--- src/hsv2rgb_pkg.sv ---
package hsv2rgb_pkg;

   // field widths
   localparam int HUE_W  = 9;
   localparam int CHAN_W = 8;
   localparam int FRAC_W = 6;

   // sector geometry
   localparam int SECTOR_DEG = 60;
   localparam int CHAN_MAX   = 255;
   localparam int FRAC_DEN   = SECTOR_DEG * CHAN_MAX;
   localparam int SECTOR_CNT = 6;
   // highest whole sector index a 9-bit hue can reach
   localparam int QUOT_MAX   = ((1 << HUE_W) - 1) / SECTOR_DEG;
   localparam int QUOT_W     = $clog2(QUOT_MAX + 1);

   // intermediate widths
   localparam int NUM_W   = $clog2(FRAC_DEN + 1);            // 15300 - s*f
   localparam int PNUM_W  = 2 * CHAN_W;                      // v*(255-s)
   localparam int QPROD_W = $clog2(CHAN_MAX * FRAC_DEN + 1); // v*(15300-s*f)

   // reciprocal multipliers, estimate is low by at most one
   localparam int P_RECIP = 257;
   localparam int P_SHIFT = 16;
   localparam int PREC_W  = PNUM_W + 9;
   localparam int Q_RECIP = (1 << 30) / FRAC_DEN;
   localparam int Q_SHIFT = 30;
   localparam int QREC_W  = QPROD_W + 17;

   // occupancy bound of the pipeline
   localparam int PIPE_DEPTH = 5;

   typedef enum logic [2:0] {
      SECTOR_RED_YELLOW  = 3'd0,
      SECTOR_YELLOW_GRN  = 3'd1,
      SECTOR_GREEN_CYAN  = 3'd2,
      SECTOR_CYAN_BLUE   = 3'd3,
      SECTOR_BLUE_MAG    = 3'd4,
      SECTOR_MAG_RED     = 3'd5
   } sector_type;

endpackage

--- src/hsv_to_rgb_converter_top.sv ---
// hsv to rgb converter, 8-bit channels, six-sector model
//
// request channel: req_valid / req_ready carry one pixel as hue in whole
// degrees (9 bits, 360 and above wrap to the start of the circle),
// saturation and brightness (8 bits each)
// result channel: rsp_valid / rsp_ready carry red, green and blue, one
// result per request, in request order
//
// path: each request is registered in stages 1 through 5 in order before rsp_valid
// throughput: one request per cycle, limited only by the receiver
// stages: hue sector split, first products, value products,
// reciprocal multiplies, quotient correction plus channel select
//
// reset: synchronous, active high; clears every stage valid bit, so the
// pipeline comes up empty and ready
// receiver stall: each stage holds while the one ahead is full, bubbles
// still close up, so requests keep entering until all five stages hold data
module hsv_to_rgb_converter_top
   import hsv2rgb_pkg::*;
(
   input  logic              clock,
   input  logic              reset,
   input  logic              req_valid,
   output logic              req_ready,
   input  logic [HUE_W-1:0]  req_hue_deg,
   input  logic [CHAN_W-1:0] req_saturation,
   input  logic [CHAN_W-1:0] req_brightness,
   output logic              rsp_valid,
   input  logic              rsp_ready,
   output logic [CHAN_W-1:0] rsp_red,
   output logic [CHAN_W-1:0] rsp_green,
   output logic [CHAN_W-1:0] rsp_blue
);

   // per-stage ready, a stage moves when it is empty or the next one moves
   logic s1_ready, s2_ready, s3_ready, s4_ready, s5_ready;

   // stage 1: sector and position inside the sector
   logic                s1_valid_ff;
   sector_type          s1_sector_ff, s1_sector_in;
   logic [FRAC_W-1:0]   s1_frac_ff, s1_frac_in;
   logic [CHAN_W-1:0]   s1_sat_ff, s1_val_ff;
   logic [QUOT_W-1:0]   s1_quot;
   logic [HUE_W-1:0]    s1_base;
   logic [HUE_W-1:0]    s1_rem;

   // stage 2: numerators
   logic                s2_valid_ff;
   sector_type          s2_sector_ff;
   logic [CHAN_W-1:0]   s2_val_ff;
   logic [PNUM_W-1:0]   s2_pnum_ff, s2_pnum_in;
   logic [NUM_W-1:0]    s2_qnum_ff, s2_qnum_in;
   logic [NUM_W-1:0]    s2_tnum_ff, s2_tnum_in;
   logic [FRAC_W-1:0]   s1_frac_cmp;

   // stage 3: value times numerator
   logic                s3_valid_ff;
   sector_type          s3_sector_ff;
   logic [CHAN_W-1:0]   s3_val_ff;
   logic [PNUM_W-1:0]   s3_pnum_ff;
   logic [QPROD_W-1:0]  s3_qprod_ff, s3_qprod_in;
   logic [QPROD_W-1:0]  s3_tprod_ff, s3_tprod_in;

   // stage 4: reciprocal products
   logic                s4_valid_ff;
   sector_type          s4_sector_ff;
   logic [CHAN_W-1:0]   s4_val_ff;
   logic [PNUM_W-1:0]   s4_pnum_ff;
   logic [QPROD_W-1:0]  s4_qprod_ff, s4_tprod_ff;
   logic [PREC_W-1:0]   s4_prec_ff, s4_prec_in;
   logic [QREC_W-1:0]   s4_qrec_ff, s4_qrec_in;
   logic [QREC_W-1:0]   s4_trec_ff, s4_trec_in;

   // stage 5: corrected quotients and channel select
   logic                rsp_valid_ff;
   logic [CHAN_W-1:0]   rsp_red_ff, rsp_red_in;
   logic [CHAN_W-1:0]   rsp_green_ff, rsp_green_in;
   logic [CHAN_W-1:0]   rsp_blue_ff, rsp_blue_in;
   logic [CHAN_W-1:0]   p_est, q_est, t_est;
   logic [PNUM_W:0]     p_rem;
   logic [QPROD_W-1:0]  q_rem, t_rem;
   logic [CHAN_W-1:0]   p_chan, q_chan, t_chan;

   assign s5_ready  = !rsp_valid_ff || rsp_ready;
   assign s4_ready  = !s4_valid_ff || s5_ready;
   assign s3_ready  = !s3_valid_ff || s4_ready;
   assign s2_ready  = !s2_valid_ff || s3_ready;
   assign s1_ready  = !s1_valid_ff || s2_ready;
   assign req_ready = s1_ready;

   // ---------------------------------------------------------------
   // stage 1: hue / 60 by threshold compares, then wrap into six sectors
   always_comb begin
      s1_quot = '0;
      for (int k = 1; k <= QUOT_MAX; k++) begin
         if (req_hue_deg >= HUE_W'(k * SECTOR_DEG)) begin
            s1_quot = QUOT_W'(k);
         end
      end
      s1_base = HUE_W'(s1_quot * SECTOR_DEG);
      s1_rem  = req_hue_deg - s1_base;
      s1_frac_in = s1_rem[FRAC_W-1:0];
      if (s1_quot >= QUOT_W'(SECTOR_CNT)) begin
         s1_sector_in = sector_type'(3'(s1_quot - QUOT_W'(SECTOR_CNT)));
      end else begin
         s1_sector_in = sector_type'(3'(s1_quot));
      end
   end

   always_ff @(posedge clock) begin
      if (reset) begin
         s1_valid_ff <= 1'b0;
      end else if (s1_ready) begin
         s1_valid_ff <= req_valid;
      end
      if (s1_ready && req_valid) begin
         s1_sector_ff <= s1_sector_in;
         s1_frac_ff   <= s1_frac_in;
         s1_sat_ff    <= req_saturation;
         s1_val_ff    <= req_brightness;
      end
   end

   // ---------------------------------------------------------------
   // stage 2: v*(255-s), 15300 - s*f, 15300 - s*(60-f)
   assign s1_frac_cmp = FRAC_W'(SECTOR_DEG) - s1_frac_ff;
   assign s2_pnum_in  = PNUM_W'(s1_val_ff) * PNUM_W'(CHAN_W'(CHAN_MAX) - s1_sat_ff);
   assign s2_qnum_in  = NUM_W'(FRAC_DEN) - NUM_W'(s1_sat_ff) * NUM_W'(s1_frac_ff);
   assign s2_tnum_in  = NUM_W'(FRAC_DEN) - NUM_W'(s1_sat_ff) * NUM_W'(s1_frac_cmp);

   always_ff @(posedge clock) begin
      if (reset) begin
         s2_valid_ff <= 1'b0;
      end else if (s2_ready) begin
         s2_valid_ff <= s1_valid_ff;
      end
      if (s2_ready && s1_valid_ff) begin
         s2_sector_ff <= s1_sector_ff;
         s2_val_ff    <= s1_val_ff;
         s2_pnum_ff   <= s2_pnum_in;
         s2_qnum_ff   <= s2_qnum_in;
         s2_tnum_ff   <= s2_tnum_in;
      end
   end

   // ---------------------------------------------------------------
   // stage 3: scale the q and t numerators by v
   assign s3_qprod_in = QPROD_W'(s2_val_ff) * QPROD_W'(s2_qnum_ff);
   assign s3_tprod_in = QPROD_W'(s2_val_ff) * QPROD_W'(s2_tnum_ff);

   always_ff @(posedge clock) begin
      if (reset) begin
         s3_valid_ff <= 1'b0;
      end else if (s3_ready) begin
         s3_valid_ff <= s2_valid_ff;
      end
      if (s3_ready && s2_valid_ff) begin
         s3_sector_ff <= s2_sector_ff;
         s3_val_ff    <= s2_val_ff;
         s3_pnum_ff   <= s2_pnum_ff;
         s3_qprod_ff  <= s3_qprod_in;
         s3_tprod_ff  <= s3_tprod_in;
      end
   end

   // ---------------------------------------------------------------
   // stage 4: multiply by the truncated reciprocals of 255 and 15300
   assign s4_prec_in = PREC_W'(s3_pnum_ff) * PREC_W'(P_RECIP);
   assign s4_qrec_in = QREC_W'(s3_qprod_ff) * QREC_W'(Q_RECIP);
   assign s4_trec_in = QREC_W'(s3_tprod_ff) * QREC_W'(Q_RECIP);

   always_ff @(posedge clock) begin
      if (reset) begin
         s4_valid_ff <= 1'b0;
      end else if (s4_ready) begin
         s4_valid_ff <= s3_valid_ff;
      end
      if (s4_ready && s3_valid_ff) begin
         s4_sector_ff <= s3_sector_ff;
         s4_val_ff    <= s3_val_ff;
         s4_pnum_ff   <= s3_pnum_ff;
         s4_qprod_ff  <= s3_qprod_ff;
         s4_tprod_ff  <= s3_tprod_ff;
         s4_prec_ff   <= s4_prec_in;
         s4_qrec_ff   <= s4_qrec_in;
         s4_trec_ff   <= s4_trec_in;
      end
   end

   // ---------------------------------------------------------------
   // stage 5: the estimates can be one short, fix up from the remainder
   always_comb begin
      p_est = s4_prec_ff[P_SHIFT +: CHAN_W];
      q_est = s4_qrec_ff[Q_SHIFT +: CHAN_W];
      t_est = s4_trec_ff[Q_SHIFT +: CHAN_W];

      p_rem = (PNUM_W+1)'(s4_pnum_ff) - (PNUM_W+1)'(p_est) * (PNUM_W+1)'(CHAN_MAX);
      q_rem = s4_qprod_ff - QPROD_W'(q_est) * QPROD_W'(FRAC_DEN);
      t_rem = s4_tprod_ff - QPROD_W'(t_est) * QPROD_W'(FRAC_DEN);

      p_chan = (p_rem >= (PNUM_W+1)'(CHAN_MAX)) ? p_est + 1'b1 : p_est;
      q_chan = (q_rem >= QPROD_W'(FRAC_DEN)) ? q_est + 1'b1 : q_est;
      t_chan = (t_rem >= QPROD_W'(FRAC_DEN)) ? t_est + 1'b1 : t_est;

      case (s4_sector_ff)
         SECTOR_RED_YELLOW: begin
            rsp_red_in   = s4_val_ff;
            rsp_green_in = t_chan;
            rsp_blue_in  = p_chan;
         end
         SECTOR_YELLOW_GRN: begin
            rsp_red_in   = q_chan;
            rsp_green_in = s4_val_ff;
            rsp_blue_in  = p_chan;
         end
         SECTOR_GREEN_CYAN: begin
            rsp_red_in   = p_chan;
            rsp_green_in = s4_val_ff;
            rsp_blue_in  = t_chan;
         end
         SECTOR_CYAN_BLUE: begin
            rsp_red_in   = p_chan;
            rsp_green_in = q_chan;
            rsp_blue_in  = s4_val_ff;
         end
         SECTOR_BLUE_MAG: begin
            rsp_red_in   = t_chan;
            rsp_green_in = p_chan;
            rsp_blue_in  = s4_val_ff;
         end
         default: begin
            rsp_red_in   = s4_val_ff;
            rsp_green_in = p_chan;
            rsp_blue_in  = q_chan;
         end
      endcase
   end

   always_ff @(posedge clock) begin
      if (reset) begin
         rsp_valid_ff <= 1'b0;
      end else if (s5_ready) begin
         rsp_valid_ff <= s4_valid_ff;
      end
      if (s5_ready && s4_valid_ff) begin
         rsp_red_ff   <= rsp_red_in;
         rsp_green_ff <= rsp_green_in;
         rsp_blue_ff  <= rsp_blue_in;
      end
   end

   assign rsp_valid = rsp_valid_ff;
   assign rsp_red   = rsp_red_ff;
   assign rsp_green = rsp_green_ff;
   assign rsp_blue  = rsp_blue_ff;

endmodule

--- config.mk ---
export PLATFORM = sky130hd
export DESIGN_NAME = hsv_to_rgb_converter_top
export DESIGN_NICKNAME = d
export VERILOG_FILES = /design/src/hsv2rgb_pkg.sv /design/src/hsv_to_rgb_converter_top.sv
export SDC_FILE = /design/constraint.sdc
export NUM_CORES = 2
export LEC_CHECK = 0
export BUFFER_PORTS_ARGS = -buffer_cell sky130_fd_sc_hd__clkbuf_2
export CAP_MARGIN = 10
export CORE_ASPECT_RATIO = 0.75
export CORE_UTILIZATION = 60
export DETAILED_ROUTE_END_ITERATION = 12
export PLACE_DENSITY = 0.79
export SLEW_MARGIN = 20
export SYNTH_ARGS = -nofsm -noshare
export SYNTH_HDL_FRONTEND = slang
export SYNTH_SLANG_ARGS = --single-unit
--- constraint.sdc ---
create_clock -name clock -period 8 [get_ports clock]
set_clock_uncertainty 0.1 [all_clocks]
set_input_delay 0.8 -clock clock [delete_from_list [all_inputs] [get_ports clock]]
set_output_delay 0.8 -clock clock [all_outputs]
set_load 0.05 [all_outputs]
# Word level (Yosys, flattened, before mapping)
# Cells that the tools add are included.
[op_classes] addsub=12 multipliers=12 div_mod_pow=0 magnitude_cmp=12 eq_ne=4 shift=0 muxes=15 bitwise=0 n_reduce_logical=20
[ops] operator="$mul 22x17->38 const B" count=2
[ops] operator="$pmux 8 s3" count=3
[ops] operator="$ge 22x14->1 const B" count=2
[ops] operator="$mul 8x14->22" count=2
[ops] operator="$sub 22x22->22" count=2
[ops] operator="$mul 8x12->20 const B" count=2
[ops] operator="$ge 9x9->1 const B" count=4
[ops] operator="$mul 8x6->14" count=2
[ops] operator="$mux 4" count=7
[ops] operator="$sub 14x14->14 const A" count=2
[ops] operator="$add 8x1->8 const B" count=3
[ops] operator="$mul 16x9->24 const B" count=1
[ops] operator="$mux 8" count=3
[ops] operator="$ge 9x8->1 const B" count=2
[ops] operator="$ge 17x8->1 const B" count=1
[ops] operator="$sub 16x16->17" count=1
[ops] operator="$mul 8x8->16 const B" count=1
[ops] operator="$mul 9x9->16" count=1
[ops] operator="$ge 9x6->1 const B" count=1
[ops] operator="$ge 9x7->1 const B" count=1
[ops] operator="$sub 8x8->9 const A" count=1
[ops] operator="$reduce_or 2->1" count=4
[ops] operator="$eq 3x2->1 const B" count=2
[ops] operator="$sub 6x6->6" count=1
[ops] operator="other kinds (12)" count=24
[totals] regBits=351 latch_bits=0 ramBits=0 mem_bits_ro=0 input_bits=29 word_cells=105 memories=0

# Logic depth before layout (Yosys ltp)
[logic_depth] word_depth=11 mapped_depth=33 depth_no_buf=33

# Least setup slack after synthesis
# No wires, ideal clock.
[synth_path] kind="register to register" from="register s4_trec_ff[35]" to="register rsp_green_ff[3], in the netlist rsp_green[3], data pin" setup_ps=272 arrival_ps=7272 t_required_ps=7628 slack_ps=356 stages_incl_launch_ff=30 path_buffers=0 period_less_slack_ps=7644 path_cell_list="edfxtp_1 fa_1 inv_1 fa_1 inv_1 fa_1 fa_1 ha_1 o21ai_0 a21boi_0 o21ai_0 nand2b_1 a21o_1 a21o_1 a21o_1 a21oi_1 xor2_1 ha_1 mux2i_1 a32o_1 a2111oi_0 nand4_1 or4_1 a211oi_1 nand4_1 nor4_4 a21oi_2 xnor2_1 a2111oi_0 a21oi_1"
[synth_between] elab_chain_cells=5
[synth_rtl] item="from (decl)" line="hsv_to_rgb_converter_top.sv:72" source="logic [QREC_W-1:0] s4_trec_ff, s4_trec_in;"
[synth_rtl] item="from (signal assigned)" line="hsv_to_rgb_converter_top.sv:186" source="s4_trec_ff <= s4_trec_in;"
[synth_rtl] item="$mul 8x12->20" line="hsv_to_rgb_converter_top.sv:199" source="t_rem = s4_tprod_ff - QPROD_W'(t_est) * QPROD_W'(FRAC_DEN);"
[synth_rtl] item="$sub 22x22->22" line="hsv_to_rgb_converter_top.sv:199"
[synth_rtl] item="$ge 22x14->1" line="hsv_to_rgb_converter_top.sv:203" source="t_chan = (t_rem >= QPROD_W'(FRAC_DEN)) ? t_est + 1'b1 : t_est;"
[synth_rtl] item="$mux 8" line="hsv_to_rgb_converter_top.sv:203"
[synth_rtl] item="$pmux 8 s3" line="hsv_to_rgb_converter_top.sv:205" source="case (s4_sector_ff)"
[synth_rtl] item="net rsp_green_in[3]" line="hsv_to_rgb_converter_top.sv:77" source="logic [CHAN_W-1:0] rsp_green_ff, rsp_green_in;"
[synth_rtl] item="to (signal assigned)" line="hsv_to_rgb_converter_top.sv:247" source="rsp_green_ff <= rsp_green_in;"
[synth_rtl] item="to (decl)" line="hsv_to_rgb_converter_top.sv:77"
# The timed path passes the listed nets, and every way through them passes these cells.
# A chain may end at the register's enable or synchronous reset.

# Final worst setup path
[layout_path] from="register s4_trec_ff[32]" to="register rsp_green_ff[0], in the netlist rsp_green[0], data pin"
# The elaborated chain is that of the path after synthesis.

==> metrics.yaml <==
run_status:
  status: "completed"
drt:
  dr.pass1.iters: 5
  ant_nets: 0
  first_iter_violations: 1914
  wl_um: 81600
  via_per_inst: 5.62
  drc: 0
  wl_per_cell_um: 17.4
  vias: 26300
placed_design:
  routabilityCongestion: 0.939
  io_buffers: 54
  hpwlAfterDp_um: 66300
synth:
  async_reset_ff_share_pct: 0
  syn_nets: 4945
  synth_flop_cell: "edfxtp_1"
  yosys_warnings: 0
  synth_cell_types: 84
  synth_area_leader_cell: "fa_1"
  yosysSeqAreaShare_pct: 21.1
  yosysTopAreaCellShare_pct: 23.6
  synth-edff-count: 264
  synthTopCellsByArea: "fa_1, ha_1, edfxtp_1, inv_1, and2_1"
  avgSynthCellArea_um2: 10.0
  syn_inst: 3790
  yosysMostFrequentCell: "inv_1"
  syn_area_mm2: 0.0380
  synth_commonest_cells: "inv_1, ha_1, fa_1, edfxtp_1, nand2_1"
  synth-seq-cells: 269
sta:
  slew_violations: 0
  finalHoldViolCount: 0
  worst_hold_slack_ps: 288
  finalSetupViolations: 0
  worst_pin_slew_ps: 1090
  relSlewSlack_pct: 27.2
  min_period_ps: 7660
  max_freq_ghz: 0.131
  finalCritPeriodShare_pct: 95.8
clocking:
  cts_tree: "built"
  clock_latency_ps: 590
  clock-root-buffer: "clkbuf_16"
  htreeDepth: 1
  clk_pin_slew_worst_paths_ps: 70
  clock-sinks: 269
  ctsLongestPathBuffers: 3
  postCtsHoldBufs: 0
  cts_buffers: 30
worst_setup_path:
  crit_path_end_kind: "register"
  crit_slowest_cell: "fa_1"
  crit_required_ps: 8300
  criticalPathCategory: "reg2reg"
  reg2reg_from: "s4_trec_ff[32]"
  critical-path-max-stage-delay_ps: 540
  cp_max_fo: 5
  arrival_ps: 7960
  reg2regPathDepth: 32
  cp-endpoint: "rsp_green[0]"
  critPathLaunch: "s4_trec_ff[32]"
  r2r_setup_slack_ps: 340
  start_kind: "register"
  reg2reg_to: "rsp_green[0]"
global_route:
  grt_first_pass_wirelength_um: 133000
  grt_pass1_vias: 26500
  overflow: 0
  grt_max_degree: 71
  antenna_found_initial: 1
  track_usage_pct: 25.8
floorplan:
  io-pin-count: 55
  fp-row-count: 79
  dieArea_mm2: 0.0643
  die_h_um: 220
  die_w_um: 293
  core_area_mm2: 0.0623
  initial_utilization_pct: 61.0
layout:
  drive_above_1_share_pct: 4.76
  num_antenna_cells: 0
  area_growth_pct: 6.49
  fillCellCount: 4797
  final_nets: 4999
run:
  cap_violations: 0
hold_path:
  min_from: "req_saturation[4]"
  hold_class: "in2reg"
registers in the layout, summed over array words and instances (netlist names), 6 cells and up:
signal,flops
rsp_blue,8
rsp_green,8
rsp_red,8
s1_frac_ff,6
s1_sat_ff,8
s1_val_ff,8
s2_pnum_ff,16
s2_qnum_ff,14
s2_tnum_ff,13
s2_val_ff,8
s3_pnum_ff,16
s3_qprod_ff,22
s3_tprod_ff,21
s3_val_ff,8
s4_pnum_ff,16
s4_prec_ff,8
s4_qprod_ff,20
s4_qrec_ff,8
s4_tprod_ff,20
s4_trec_ff,8
s4_val_ff,8
cell type report:
class | instances | area [um2] | area share, %
Multi-Input combinational cell | 2666 | 26900 | 66.5
Sequential cell | 269 | 8030 | 19.8
Inverter | 791 | 2970 | 7.34
Tap cell | 810 | 1010 | 2.51
Clock buffer | 35 | 779 | 1.93
Timing Repair Buffer | 86 | 510 | 1.26
Clock inverter | 21 | 272 | 0.671
cells by family (layout without fill, tap and decap cells):
kind of cell	Yosys count	after routing	share of synthesized area, %
buf+inv	855	933	8.48
compound gates	522	522	9.01
xor+xnor	154	154	3.59
flops	269	269	21.1
fa+ha+maj	1128	1128	46.0
simple gates	846	846	11.4
mux	16	16	0.428
critical path, delay by kind of cell (launching register included):
kind                     cells  cell delay [ps]
multiplexers                 1               80
buffers and inverters        4              470
AND/OR/NAND/NOR              7             1270
AO/OA/AOI/OAI               12             2230
XOR/XNOR                     2              320
adder cells (fa/ha/maj)      6             2530
flip-flops                   1              480
worst min path at each step:
stage,endpoint,cells past startpoint
finish,s1_sat_ff[4],1
global route,s1_sat_ff[5],1
CTS,s1_sat_ff[4],1
detailed placement,s4_val_ff[5],0
global placement,s4_val_ff[3],0
floorplan,s2_sector_ff[0],0
through the flow:
stage	area, um2	cells	worst slack (ps)	utilization, %	TNS (ps)
6_report	40500	4678	338	65.0	0
5_1_grt	40500	4678	-109	65.0	-1040
4_1_cts	40300	4677	17.0	64.8	0
3_5_place_dp	39300	4620	-98.3	63.1	-564
3_3_place_gp	39300	4620	98.0	63.1	0
2_1_floorplan	38000	3790	356	-	0
routing by layer:
metal | share of wire (%) | GRT usage, % | up-vias
met4 | 1.9 | 5.43 | 0
met5 | 0 | 0 | -
met2 | 43 | 40.1 | 809
li1 | - | - | 12600
met3 | 8.4 | 5.32 | 106
met1 | 46 | 37.4 | 12800
repair_timing:
item                                   in CTS  in global routing
endpoints found under the hold margin       0                  0
setup endpoints to repair                  12                 24
pin swaps                                   1                  3
setup buffers                               1                  1
gates resized for setup                     0                 24
cells in the final DEF, fill, tap and decap left out, drive strengths merged, types with 7 or more instances in the layout:
cell,Yosys,routed
nand2b,53,53
nor2b,68,68
fa,447,447
nor3,44,44
o21ai,115,115
a211oi,19,19
clkbuf,53,89
clkinv,0,11
and4,7,7
a21o,65,65
o2111ai,7,7
nor4,7,7
o41ai,9,9
buf,11,32
a21boi,12,12
a21oi,137,137
o31ai,11,11
nand3,35,35
and2,182,182
or3,10,10
nand2,246,246
inv,791,795
ha,679,679
o21bai,25,25
o211ai,17,17
xor2,42,42
o21a,21,21
and3,12,12
nand4,20,20
nor2,139,139
edfxtp,264,264
mux2i,14,14
a31oi,14,14
xnor2,111,111
Power is not shown: default switching activity piles up to over one toggle a cycle in this logic, so the estimate is an artifact.
